--- src/hdl/drlve_pkg.sv ---
// ----------------------------------------------------------------------------
// drlve_pkg: deadband run-length vector encoder package
// Shared constants, register index codes and the run flush function.
// ----------------------------------------------------------------------------
package drlve_pkg;

   localparam int SAMPLE_W  = 16;
   localparam int WORD_W    = 32;
   localparam int ADDR_W    = 16;
   localparam int THR_W     = 16;
   localparam int REP_W     = 12;
   localparam int CHAN_W    = 3;
   localparam int VEC_W     = 16;
   localparam int CSR_IDX_W = 2;
   localparam int CSR_DAT_W = 16;

   // The run length is kept as whole thousands plus a remainder below 1000.
   localparam int THOU_W = 11;
   localparam int REM_W  = 10;

   localparam logic [THOU_W-1:0] RUN_THOU_MAX = 11'd1048;
   localparam logic [REM_W-1:0]  RUN_REM_MAX  = 10'd575;
   localparam logic [REM_W-1:0]  REM_TOP      = 10'd999;

   localparam logic [SAMPLE_W-1:0] LEVEL_OFFSET = 16'h8000;
   localparam logic [WORD_W-1:0]   LONG_TAG     = 32'h0400_0000;
   localparam logic [WORD_W-1:0]   LOOP_TAG     = 32'h1000_0000;
   localparam logic [VEC_W-1:0]    VEC_MAX      = 16'hFFFF;
   localparam logic [ADDR_W-1:0]   ADDR_BASE    = 16'h9F20;

   // Result buffer: at most four results per request.
   localparam int BUF_DEPTH = 4;
   localparam int BUF_IDX_W = 2;
   localparam int CNT_W     = 3;
   localparam int CAND_N    = 5;

   // Register index codes
   localparam logic [CSR_IDX_W-1:0] CSR_STEP_THRESHOLD = 2'd0;
   localparam logic [CSR_IDX_W-1:0] CSR_REPEAT_COUNT   = 2'd1;
   localparam logic [CSR_IDX_W-1:0] CSR_CHANNEL_SELECT = 2'd2;

   typedef struct packed {
      logic              long_vld;
      logic              short_vld;
      logic [WORD_W-1:0] long_word;
      logic [WORD_W-1:0] short_word;
   } flush_type;

   // Turn a finished run into its long and short data vectors.
   function automatic flush_type flush_run(input logic [THOU_W-1:0]   thou,
                                           input logic [REM_W-1:0]    rem,
                                           input logic [SAMPLE_W-1:0] level);
      flush_type            f;
      logic [SAMPLE_W-1:0]  lv;
      logic [THOU_W-1:0]    thou_m1;
      logic [REM_W-1:0]     short_len;
      lv         = level ^ LEVEL_OFFSET;
      thou_m1    = thou - THOU_W'(1);
      // a run of exactly 1000 goes out as one short vector
      short_len  = (rem != '0) ? rem - REM_W'(1) : REM_TOP;
      f.long_vld   = (thou > THOU_W'(1)) || ((thou == THOU_W'(1)) && (rem != '0));
      f.short_vld  = (rem != '0) || (thou == THOU_W'(1));
      f.long_word  = LONG_TAG | {5'd0, thou_m1, lv};
      f.short_word = {6'd0, short_len, lv};
      return f;
   endfunction

endpackage

--- src/hdl/deadband_run_length_vector_encoder_top.sv ---
// ----------------------------------------------------------------------------
// deadband_run_length_vector_encoder_top
// Groups samples that stay within a deadband into runs and writes each run
// out as stimulus vectors, plus a loop vector ending the waveform if the repeat count is above one.
// ----------------------------------------------------------------------------
// A request is one signed 16-bit sample (tlast marks the final sample of the
// waveform). It waits in an input register until the result buffer is free,
// then all of its work (deadband compare, flush of the ended run, flush of
// the final run and the loop vector) is done in a single pass and up to four
// results are loaded into a four-entry result buffer. The result port drains
// that buffer one result per cycle while rsp_tready is high. A request causes
// 0 to 4 results, and the result buffer registers them before the port shows
// them. A new request is taken while the buffer hands out its final entry, so
// requests that cause at most one result each flow at one per cycle while the
// result port does not stall. Registers may be written only while the block is
// idle; writes to an index beyond the list are ignored.
// ----------------------------------------------------------------------------
module deadband_run_length_vector_encoder_top (
   input  logic                                   clock,
   input  logic                                   reset,
   // request channel
   input  logic                                   req_tvalid,
   output logic                                   req_tready,
   input  logic [drlve_pkg::SAMPLE_W-1:0]         req_tdata,   // [15:0] sample
   input  logic                                   req_tlast,   // last_sample
   // result channel
   output logic                                   rsp_tvalid,
   input  logic                                   rsp_tready,
   output logic [47:0]                            rsp_tdata,   // [15:0] reg_address,
                                                               // [47:16] vector_word
   output logic                                   rsp_tlast,   // last result of this request
   // register write channel
   input  logic                                   csr_valid,
   output logic                                   csr_ready,
   input  logic [drlve_pkg::CSR_IDX_W-1:0]        csr_index,
   input  logic [drlve_pkg::CSR_DAT_W-1:0]        csr_data
);
   import drlve_pkg::*;

   // Configuration registers
   logic [THR_W-1:0]  step_threshold_ff;
   logic [REP_W-1:0]  repeat_count_ff;
   logic [CHAN_W-1:0] channel_select_ff;

   // Input register
   logic                pend_valid_ff, pend_valid_in;
   logic [SAMPLE_W-1:0] pend_sample_ff, pend_sample_in;
   logic                pend_last_ff, pend_last_in;

   // Run state
   logic [SAMPLE_W-1:0] held_level_ff, held_level_in;
   logic [THOU_W-1:0]   run_thou_ff, run_thou_in;
   logic [REM_W-1:0]    run_rem_ff, run_rem_in;
   logic [VEC_W-1:0]    vec_cnt_ff, vec_cnt_in;

   // Result buffer, entry 0 is at the port
   logic [WORD_W-1:0] buf_ff [BUF_DEPTH];
   logic [WORD_W-1:0] buf_in [BUF_DEPTH];
   logic [CNT_W-1:0]  buf_cnt_ff, buf_cnt_in;

   // Single-pass datapath
   logic                process;
   logic                pop;
   logic                buf_free;
   logic signed [SAMPLE_W:0] diff;
   logic [SAMPLE_W:0]   mag;
   logic                change;
   logic                run_sat;
   logic [SAMPLE_W-1:0] held1;
   logic [THOU_W-1:0]   thou1;
   logic [REM_W-1:0]    rem1;
   flush_type           flush_a;
   flush_type           flush_b;
   logic [CNT_W-1:0]    data_cnt;
   logic [VEC_W:0]      vec_sum;
   logic [VEC_W-1:0]    vec_sat;
   logic [WORD_W-1:0]   cand_word [CAND_N];
   logic [CAND_N-1:0]   cand_vld;
   logic [WORD_W-1:0]   pack_word [BUF_DEPTH];
   logic [CNT_W-1:0]    pack_cnt;

   // ---------------------------------------------------------------------
   // Handshakes
   // ---------------------------------------------------------------------
   assign csr_ready  = 1'b1;
   assign rsp_tvalid = (buf_cnt_ff != '0);
   assign pop        = rsp_tvalid && rsp_tready;
   // the buffer can be reloaded once its final entry is leaving
   assign buf_free   = (buf_cnt_ff == '0) || ((buf_cnt_ff == CNT_W'(1)) && pop);
   assign process    = pend_valid_ff && buf_free;
   assign req_tready = !pend_valid_ff || process;

   assign rsp_tlast  = (buf_cnt_ff == CNT_W'(1));
   assign rsp_tdata  = {buf_ff[0], ADDR_BASE + {11'd0, channel_select_ff, 2'b00}};

   // ---------------------------------------------------------------------
   // Deadband compare and run update
   // ---------------------------------------------------------------------
   always_comb begin
      diff    = $signed({pend_sample_ff[SAMPLE_W-1], pend_sample_ff})
              - $signed({held_level_ff[SAMPLE_W-1], held_level_ff});
      mag     = diff[SAMPLE_W] ? (SAMPLE_W+1)'(-diff) : diff;
      change  = (mag > {1'b0, step_threshold_ff});
      run_sat = (run_thou_ff == RUN_THOU_MAX) && (run_rem_ff == RUN_REM_MAX);

      // flush the ended run before the new level takes over
      flush_a = flush_run(run_thou_ff, run_rem_ff, held_level_ff);

      if (change) begin
         held1 = pend_sample_ff;
         thou1 = '0;
         rem1  = REM_W'(1);
      end else if (run_sat) begin
         held1 = held_level_ff;
         thou1 = run_thou_ff;
         rem1  = run_rem_ff;
      end else if (run_rem_ff == REM_TOP) begin
         held1 = held_level_ff;
         thou1 = run_thou_ff + THOU_W'(1);
         rem1  = '0;
      end else begin
         held1 = held_level_ff;
         thou1 = run_thou_ff;
         rem1  = run_rem_ff + REM_W'(1);
      end

      // flush of the final run on the last sample
      flush_b = flush_run(thou1, rem1, held1);

      cand_vld[0] = change && flush_a.long_vld;
      cand_vld[1] = change && flush_a.short_vld;
      cand_vld[2] = pend_last_ff && flush_b.long_vld;
      cand_vld[3] = pend_last_ff && flush_b.short_vld;
      cand_vld[4] = pend_last_ff && (repeat_count_ff > REP_W'(1));

      data_cnt = CNT_W'(cand_vld[0]) + CNT_W'(cand_vld[1])
               + CNT_W'(cand_vld[2]) + CNT_W'(cand_vld[3]);
      vec_sum  = {1'b0, vec_cnt_ff} + {{(VEC_W-2){1'b0}}, data_cnt};
      vec_sat  = vec_sum[VEC_W] ? VEC_MAX : vec_sum[VEC_W-1:0];

      cand_word[0] = flush_a.long_word;
      cand_word[1] = flush_a.short_word;
      cand_word[2] = flush_b.long_word;
      cand_word[3] = flush_b.short_word;
      cand_word[4] = LOOP_TAG | {4'd0, repeat_count_ff, vec_sat};
   end

   // Pack the valid candidates in order
   always_comb begin
      pack_cnt = '0;
      for (int i = 0; i < BUF_DEPTH; i++) begin
         pack_word[i] = '0;
      end
      for (int i = 0; i < CAND_N; i++) begin
         if (cand_vld[i]) begin
            pack_word[pack_cnt[BUF_IDX_W-1:0]] = cand_word[i];
            pack_cnt = pack_cnt + CNT_W'(1);
         end
      end
   end

   // ---------------------------------------------------------------------
   // Next-state logic
   // ---------------------------------------------------------------------
   always_comb begin
      pend_valid_in  = pend_valid_ff;
      pend_sample_in = pend_sample_ff;
      pend_last_in   = pend_last_ff;
      if (req_tvalid && req_tready) begin
         pend_valid_in  = 1'b1;
         pend_sample_in = req_tdata;
         pend_last_in   = req_tlast;
      end else if (process) begin
         pend_valid_in  = 1'b0;
      end
   end

   always_comb begin
      held_level_in = held_level_ff;
      run_thou_in   = run_thou_ff;
      run_rem_in    = run_rem_ff;
      vec_cnt_in    = vec_cnt_ff;
      if (process) begin
         if (pend_last_ff) begin
            // clear everything for the next waveform
            held_level_in = '0;
            run_thou_in   = '0;
            run_rem_in    = '0;
            vec_cnt_in    = '0;
         end else begin
            held_level_in = held1;
            run_thou_in   = thou1;
            run_rem_in    = rem1;
            vec_cnt_in    = vec_sat;
         end
      end
   end

   always_comb begin
      buf_in     = buf_ff;
      buf_cnt_in = buf_cnt_ff;
      if (process) begin
         buf_in     = pack_word;
         buf_cnt_in = pack_cnt;
      end else if (pop) begin
         // advance the queue towards the port
         for (int i = 0; i < BUF_DEPTH - 1; i++) begin
            buf_in[i] = buf_ff[i+1];
         end
         buf_cnt_in = buf_cnt_ff - CNT_W'(1);
      end
   end

   // ---------------------------------------------------------------------
   // Registers
   // ---------------------------------------------------------------------
   always_ff @(posedge clock) begin
      if (reset) begin
         step_threshold_ff <= THR_W'(1);
         repeat_count_ff   <= REP_W'(1);
         channel_select_ff <= '0;
      end else if (csr_valid && csr_ready) begin
         case (csr_index)
            CSR_STEP_THRESHOLD: step_threshold_ff <= csr_data[THR_W-1:0];
            CSR_REPEAT_COUNT:   repeat_count_ff   <= csr_data[REP_W-1:0];
            CSR_CHANNEL_SELECT: channel_select_ff <= csr_data[CHAN_W-1:0];
            default: begin
               // drop writes outside the register list
            end
         endcase
      end
   end

   always_ff @(posedge clock) begin
      if (reset) begin
         pend_valid_ff <= 1'b0;
         held_level_ff <= '0;
         run_thou_ff   <= '0;
         run_rem_ff    <= '0;
         vec_cnt_ff    <= '0;
         buf_cnt_ff    <= '0;
      end else begin
         pend_valid_ff <= pend_valid_in;
         held_level_ff <= held_level_in;
         run_thou_ff   <= run_thou_in;
         run_rem_ff    <= run_rem_in;
         vec_cnt_ff    <= vec_cnt_in;
         buf_cnt_ff    <= buf_cnt_in;
      end
   end

   always_ff @(posedge clock) begin
      pend_sample_ff <= pend_sample_in;
      pend_last_ff   <= pend_last_in;
      buf_ff         <= buf_in;
   end

   // ---------------------------------------------------------------------
   // Assertions
   // ---------------------------------------------------------------------
`ifndef NO_ASSERTIONS
   a_buf_bound: assert property (@(posedge clock) disable iff (reset)
      buf_cnt_ff <= CNT_W'(BUF_DEPTH))
      else $error("result buffer count above depth");

   a_load_when_free: assert property (@(posedge clock) disable iff (reset)
      process |-> ((buf_cnt_ff == '0) || ((buf_cnt_ff == CNT_W'(1)) && pop)))
      else $error("result buffer reloaded while results remain");

   a_rem_range: assert property (@(posedge clock) disable iff (reset)
      run_rem_ff <= REM_TOP)
      else $error("run remainder out of range");

   a_run_sat: assert property (@(posedge clock) disable iff (reset)
      (run_thou_ff < RUN_THOU_MAX) ||
      ((run_thou_ff == RUN_THOU_MAX) && (run_rem_ff <= RUN_REM_MAX)))
      else $error("run length beyond saturation");

   a_last_clears: assert property (@(posedge clock) disable iff (reset)
      (process && pend_last_ff) |=>
      ((run_thou_ff == '0) && (run_rem_ff == '0) && (vec_cnt_ff == '0)))
      else $error("state not cleared after final sample");
`endif

endmodule
--- config.mk ---
export PLATFORM = sky130hd
export DESIGN_NAME = deadband_run_length_vector_encoder_top
export DESIGN_NICKNAME = d
export VERILOG_FILES = /design/src/hdl/drlve_pkg.sv /design/src/hdl/deadband_run_length_vector_encoder_top.sv
export SDC_FILE = /design/constraint.sdc
export NUM_CORES = 1
export LEC_CHECK = 0
export ABC_AREA = 0
export BUFFER_PORTS_ARGS = -buffer_cell sky130_fd_sc_hd__buf_2
export CELL_PAD_IN_SITES_DETAIL_PLACEMENT = 1
export CELL_PAD_IN_SITES_GLOBAL_PLACEMENT = 2
export CORE_MARGIN = 2
export CORE_UTILIZATION = 38
export DETAILED_ROUTE_END_ITERATION = 8
export PLACE_DENSITY = 0.87
export SYNTH_ARGS = -nofsm -noshare
export SYNTH_HDL_FRONTEND = slang
export SYNTH_SLANG_ARGS = --single-unit
--- constraint.sdc ---
create_clock -name clock -period 10.55 [get_ports clock]
set_clock_uncertainty 0.05 [all_clocks]
set_input_delay 2.6375 -clock clock [delete_from_list [all_inputs] [get_ports clock]]
set_output_delay 2.6375 -clock clock [all_outputs]
set_load 0.005 [all_outputs]
# After elaboration in Yosys (flattened, before gate mapping)
# Index checks and enable logic that the tools add are counted.
# totals
ff_bits	233
in_bits	40
out_inout_bits	52
elab_cells	135
# classes
n_addsub	18
n_lt_le_gt_ge	12
eq_ne	8
muxes	43
bitwise_logic	6
reduce_logical	33
# op_table
op	n
$bwmux 128	4
$mux 128	4
$demux 32 s2	4
$mux 96	2
$mux 32	4
$mux 16	4
$mux 10	6
$mux 11	4
$sub 10x1->10 const B	4
$mux 27	1
$eq 11x1->1 const B	2
$gt 11x1->1 const B	2
$eq 10x10->1 const B	2
$reduce_bool 10->1	2
$mux 3	6
$add 16x3->17	1
$gt 17x16->1	1
$mux 17	1
$neg 17->17	1
$sub 16x16->17	1
$add 16x5->16 const A	1
$logic_and 1x1->1	16
$add 3x1->3 const B	4
$ge 3x3->1 const B	4
22 further kinds	39

# Depth between registers and ports, before layout
# logic_depth
depth_word	20
mapped_depth	44
ltp_nobuf	42

# Worst setup path before layout
# Ideal clock, no wire load.
# synth_timing
path_kind	reg-to-reg
startpoint	register pend_sample_ff[0]
endpoint	register buf_ff[66] in the netlist's numbering (data pin)
setup_ns	0.282
t_arrival_ns	8.946
required_ns	10.218
setup_slack_ns	1.272
path_stages_with_launch	44
n_path_buf	5
period_less_slack_ns	9.278
path_cell_list	edfxtp_1 -> inv_1 -> ha_1 -> fa_1 -> nand2b_1 -> a211oi_1 -> o211a_1 -> a221o_1 -> a32o_1 -> buf_2 -> buf_1 -> nor2_1 -> xnor2_1 -> ha_1 -> a21o_1 -> a21o_1 -> a211o_1 -> a2111oi_1 -> [... 8 more ...] -> a31oi_4 -> buf_6 -> o2bb2ai_4 -> nand2_1 -> inv_1 -> fa_1 -> fa_1 -> fa_1 -> and3_1 -> nand3_1 -> nor2_1 -> and3_1 -> nand4_1 -> clkbuf_1 -> and2_1 -> nor2_1 -> a21oi_1 -> o311ai_0
# synth_lines
item	line	text
from (decl)	deadband_run_length_vector_encoder_top.sv:47	logic [SAMPLE_W-1:0] pend_sample_ff, pend_sample_in;
from (signal assigned)	deadband_run_length_vector_encoder_top.sv:253	pend_sample_ff <= pend_sample_in;
to (signal assigned)	deadband_run_length_vector_encoder_top.sv:255	buf_ff <= buf_in;
to (decl)	deadband_run_length_vector_encoder_top.sv:57	logic [WORD_W-1:0] buf_ff [BUF_DEPTH];

==> qor.csv <==
stage,metric,value,unit
logic_synthesis,Post-Syn Area,15300,sq um
timing,final setup violating endpoints,0,
hold_path,Hold EP,step_threshold_ff[14]$_SDFFE_PP0P_,
critical_path,CP bufs+invs,5,
timing,pins over their slew limit,0,
final_layout,Finished Core Util,0.419,
pwr,pwr dens,244,nW/um^2
cts,Clock transition at path regs,0.06,ns
die,die width,204,microns
timing,fin crit period,9.90,ns
final_layout,share of cells above drive strength 1,0.109,
critical_path,crit path DAT,10.18,ns
routing,Pre-antenna DRT Iters,5,
grt,vias in the first global route,13888,
cts,Root Buffer,clkbuf_16,
critical_path,CP max stage delay,0.55,ns
routing,vias per cell,6.03,
timing,Fin Hold WS,0.404,ns
critical_path,CP max FO,17,
cts,Max clock buf depth,3,
logic_synthesis,post-synthesis register bit count,221,
die,initial core utilization,0.384,
critical_path,"most used cell, CP",fa_1,
cts,clk_lat worst skew,0.58,ns
timing,worst relative slew slack,0.144,
critical_path,reg-to-reg setup timing slack,0.65,ns
timing,Worst Max-Slew Pin Slew,1.28,ns
place,Detail Placement HPWL,37.4,mm
routing,routed length per placed instance,22.6,microns
logic_synthesis,Yosys top cell by area,edfxtp_1,
final_layout,"Design Area, Final",16600,sq um
hold_path,Hold Path Depth,2,
run_status,status,"complete, no violations",
critical_path,Reg2Reg Depth,40,
die,I/O Pins,92,
die,DIE HEIGHT,204,microns
critical_path,Crit. End Element,register,
timing,"Hold Vio Cnt, Final",0,
routing,Remaining DRCs,0,
pwr,Max VDD drop,132,uV
cts,Sink Count,221,
cts,CTS H-tree lvls,1,
die,total core area,39700,sq um
logic_synthesis,Post-Syn Instances,1808,
logic_synthesis,ys flop type,edfxtp_1,
flow_run,max-cap violations,0,
cts,TritonCTS clock tree,yes,
final_layout,"commonest non-fill, non-tap cell in the layout",nand2_1,
place,Placed Area,15700,sq um
critical_path,CP max-delay cell,a2111oi_4,
die,Placement Rows,73,
grt,Tot GR Track Use,0.250,
logic_synthesis,"Seq/Total Area, Yosys",0.377,
die,Die Footprint,41800,sq um
critical_path,"Data required, critical path",10.83,ns
logic_synthesis,Post-Syn Area per Cell,8.44,sq um
logic_synthesis,synth top area cells,"edfxtp_1 (26%), dfxtp_1 (12%), nand2_1 (5.6%)",
routing,Routed Antenna Nets,0,
critical_path,end of the worst register-to-register path,buf_ff[64]$_DFFE_PP_,
timing,RSZ-0062 raised after global routing,false,
hold_path,Hold Crit Class,reg -> reg,
critical_path,"delay-heaviest family, CP",compound AO/OA/AOI/OAI gates,
timing,Fmax,101,MHz
grt,initial antenna violation count,0,
pwr,Overall Power,4.06,mW
routing,via count,14046,
cts,CTS buffer count,27,
pwr,leak pwr,6.10,nW
place,Port Buffers,74,
timing,Post-Route Setup TNS,0,ns
timing,period utilization,0.938,
logic_synthesis,Async SR Flop Fraction,0,
grt,first-pass GRT wire length,82.4,mm
final_layout,Area Overhead vs Synth,8.97,%
logic_synthesis,Yosys top cell area share,0.262,
final_layout,antenna cells,0,
critical_path,Critical Path Start Type,register,
routing,WL final,52.7,mm
grt,largest net degree at the start of global routing,91,
logic_synthesis,Yosys cell types,99,
logic_synthesis,YS warnings,0,
final_layout,most frequent cells in the layout,"nand2_1 (225), a21oi_1 (169), nor2_1 (153), edfxtp_1 (133), nand3_1 (103)",
final_layout,nets,1885,
hold_path,hold_sp,step_threshold_ff[14]$_SDFFE_PP0P_,
critical_path,worst setup path category,reg -> reg,
place,Final GP Congestion,0.883,
logic_synthesis,Post-synth EDFFs,133,
critical_path,reg2reg start,pend_sample_ff[0]$_DFFE_PP_,
grt,"Remaining Overflow, GRT",0,
routing,DR iter-0 viols,1290,
-- worst reg2reg max path: cells and delay by family, from the launching register on --
family	cells	cell delay (ns)
buffers and inverters	5	0.78
and+or+nand+nor	12	2.28
DFF	1	0.37
AOI/OAI and AO/OA	15	3.46
adders and majority gates	7	2.55
xor gates and xnor gates	1	0.16
-- worst max path at each step --
| stage | startpoint | end | depth (start not counted) |
|---|---|---|---|
| final | pend_sample_ff[0]$_DFFE_PP_ | buf_ff[64]$_DFFE_PP_ | 40 |
| after CTS | pend_sample_ff[0]$_DFFE_PP_ | buf_ff[69]$_DFFE_PP_ | 38 |
| after floorplan | pend_sample_ff[0]$_DFFE_PP_ | buf_ff[66]$_DFFE_PP_ | 43 |
| after detailed placement | pend_sample_ff[0]$_DFFE_PP_ | rsp_tdata[21]$_DFFE_PP_ | 38 |
| after global placement | pend_sample_ff[0]$_DFFE_PP_ | rsp_tdata[21]$_DFFE_PP_ | 38 |
| after global routing | pend_sample_ff[0]$_DFFE_PP_ | buf_ff[64]$_DFFE_PP_ | 40 |
-- Yosys cell counts (16+ instances only) --
| cell | count |
|---|---|
| edfxtp_1 | 133 |
| or3_1 | 18 |
| o311ai_0 | 30 |
| dfxtp_1 | 88 |
| nand2_1 | 226 |
| mux2i_1 | 27 |
| buf_2 | 24 |
| a21oi_1 | 169 |
| clkbuf_1 | 89 |
| a31oi_1 | 20 |
| xor2_1 | 31 |
| xnor2_1 | 41 |
| buf_4 | 49 |
| nand3_1 | 103 |
| nor2_1 | 153 |
| and2_1 | 16 |
| ha_1 | 58 |
| nor3_1 | 51 |
| and3_1 | 21 |
| a22oi_1 | 48 |
| o21ai_0 | 69 |
| inv_1 | 65 |
-- power breakdown --
group          switching, mW  leakage, nW  total (mW)  internal, mW
clock                  0.404        0.450       0.972         0.568
combinational           1.23         3.65        1.80         0.568
sequential            0.0873         2.00        1.29          1.20
-- cell families after synthesis --
group / share of synthesized area
AO/OA/AOI/OAI: 0.215
XOR/XNOR: 0.0429
adder cells (fa/ha/maj): 0.0528
buffers and inverters: 0.0755
flip-flops: 0.377
multiplexers: 0.0216
other: 0.000492
AND/OR/NAND/NOR: 0.215
-- layout make-up --
cell class | count | area [sq um]
Sequential cell | 221 | 5760
Timing Repair Buffer | 104 | 596
Fill cell | 4715 | 23100
Inverter | 65 | 245
Tap cell | 525 | 657
Multi-Input combinational cell | 1364 | 8480
Clock buffer | 40 | 786
Clock inverter | 10 | 124
-- layer usage --
layer / GRT usage / part of all wire
met5: 0 / 0
met4: 0.0613 / 0.019
met3: 0.0314 / 0.063
met2: 0.395 / 0.45
met1: 0.361 / 0.47
-- sequential cells by signal, indices dropped and copies added, names as in the netlist --
name               flops
buf_ff                87
repeat_count_ff       12
pend_valid_ff          1
pend_sample_ff        16
vec_cnt_ff            16
pend_last_ff           1
channel_select_ff      3
buf_cnt_ff             3
run_rem_ff            10
held_level_ff         16
rsp_tdata             29
step_threshold_ff     16
run_thou_ff           11
-- metrics by stage --
step / worst slack (ns) / std cells
6_report: 0.651 / 2329
5_1_grt: 0.0247 / 2329
4_1_cts: 0.0138 / 2326
3_5_place_dp: -0.420 / 2276
3_3_place_gp: 0.0890 / 2276
2_1_floorplan: 1.27 / 1823
-- repair_timing --
| action | 4_1_cts | 5_1_grt |
|---|---|---|
| endpoints found under the setup margin | 51 | 72 |
| setup buffers | 0 | 3 |
| hold buffers | 0 | 0 |
| resized for setup | 2 | 5 |
Power figures use the tool's default switching activity.
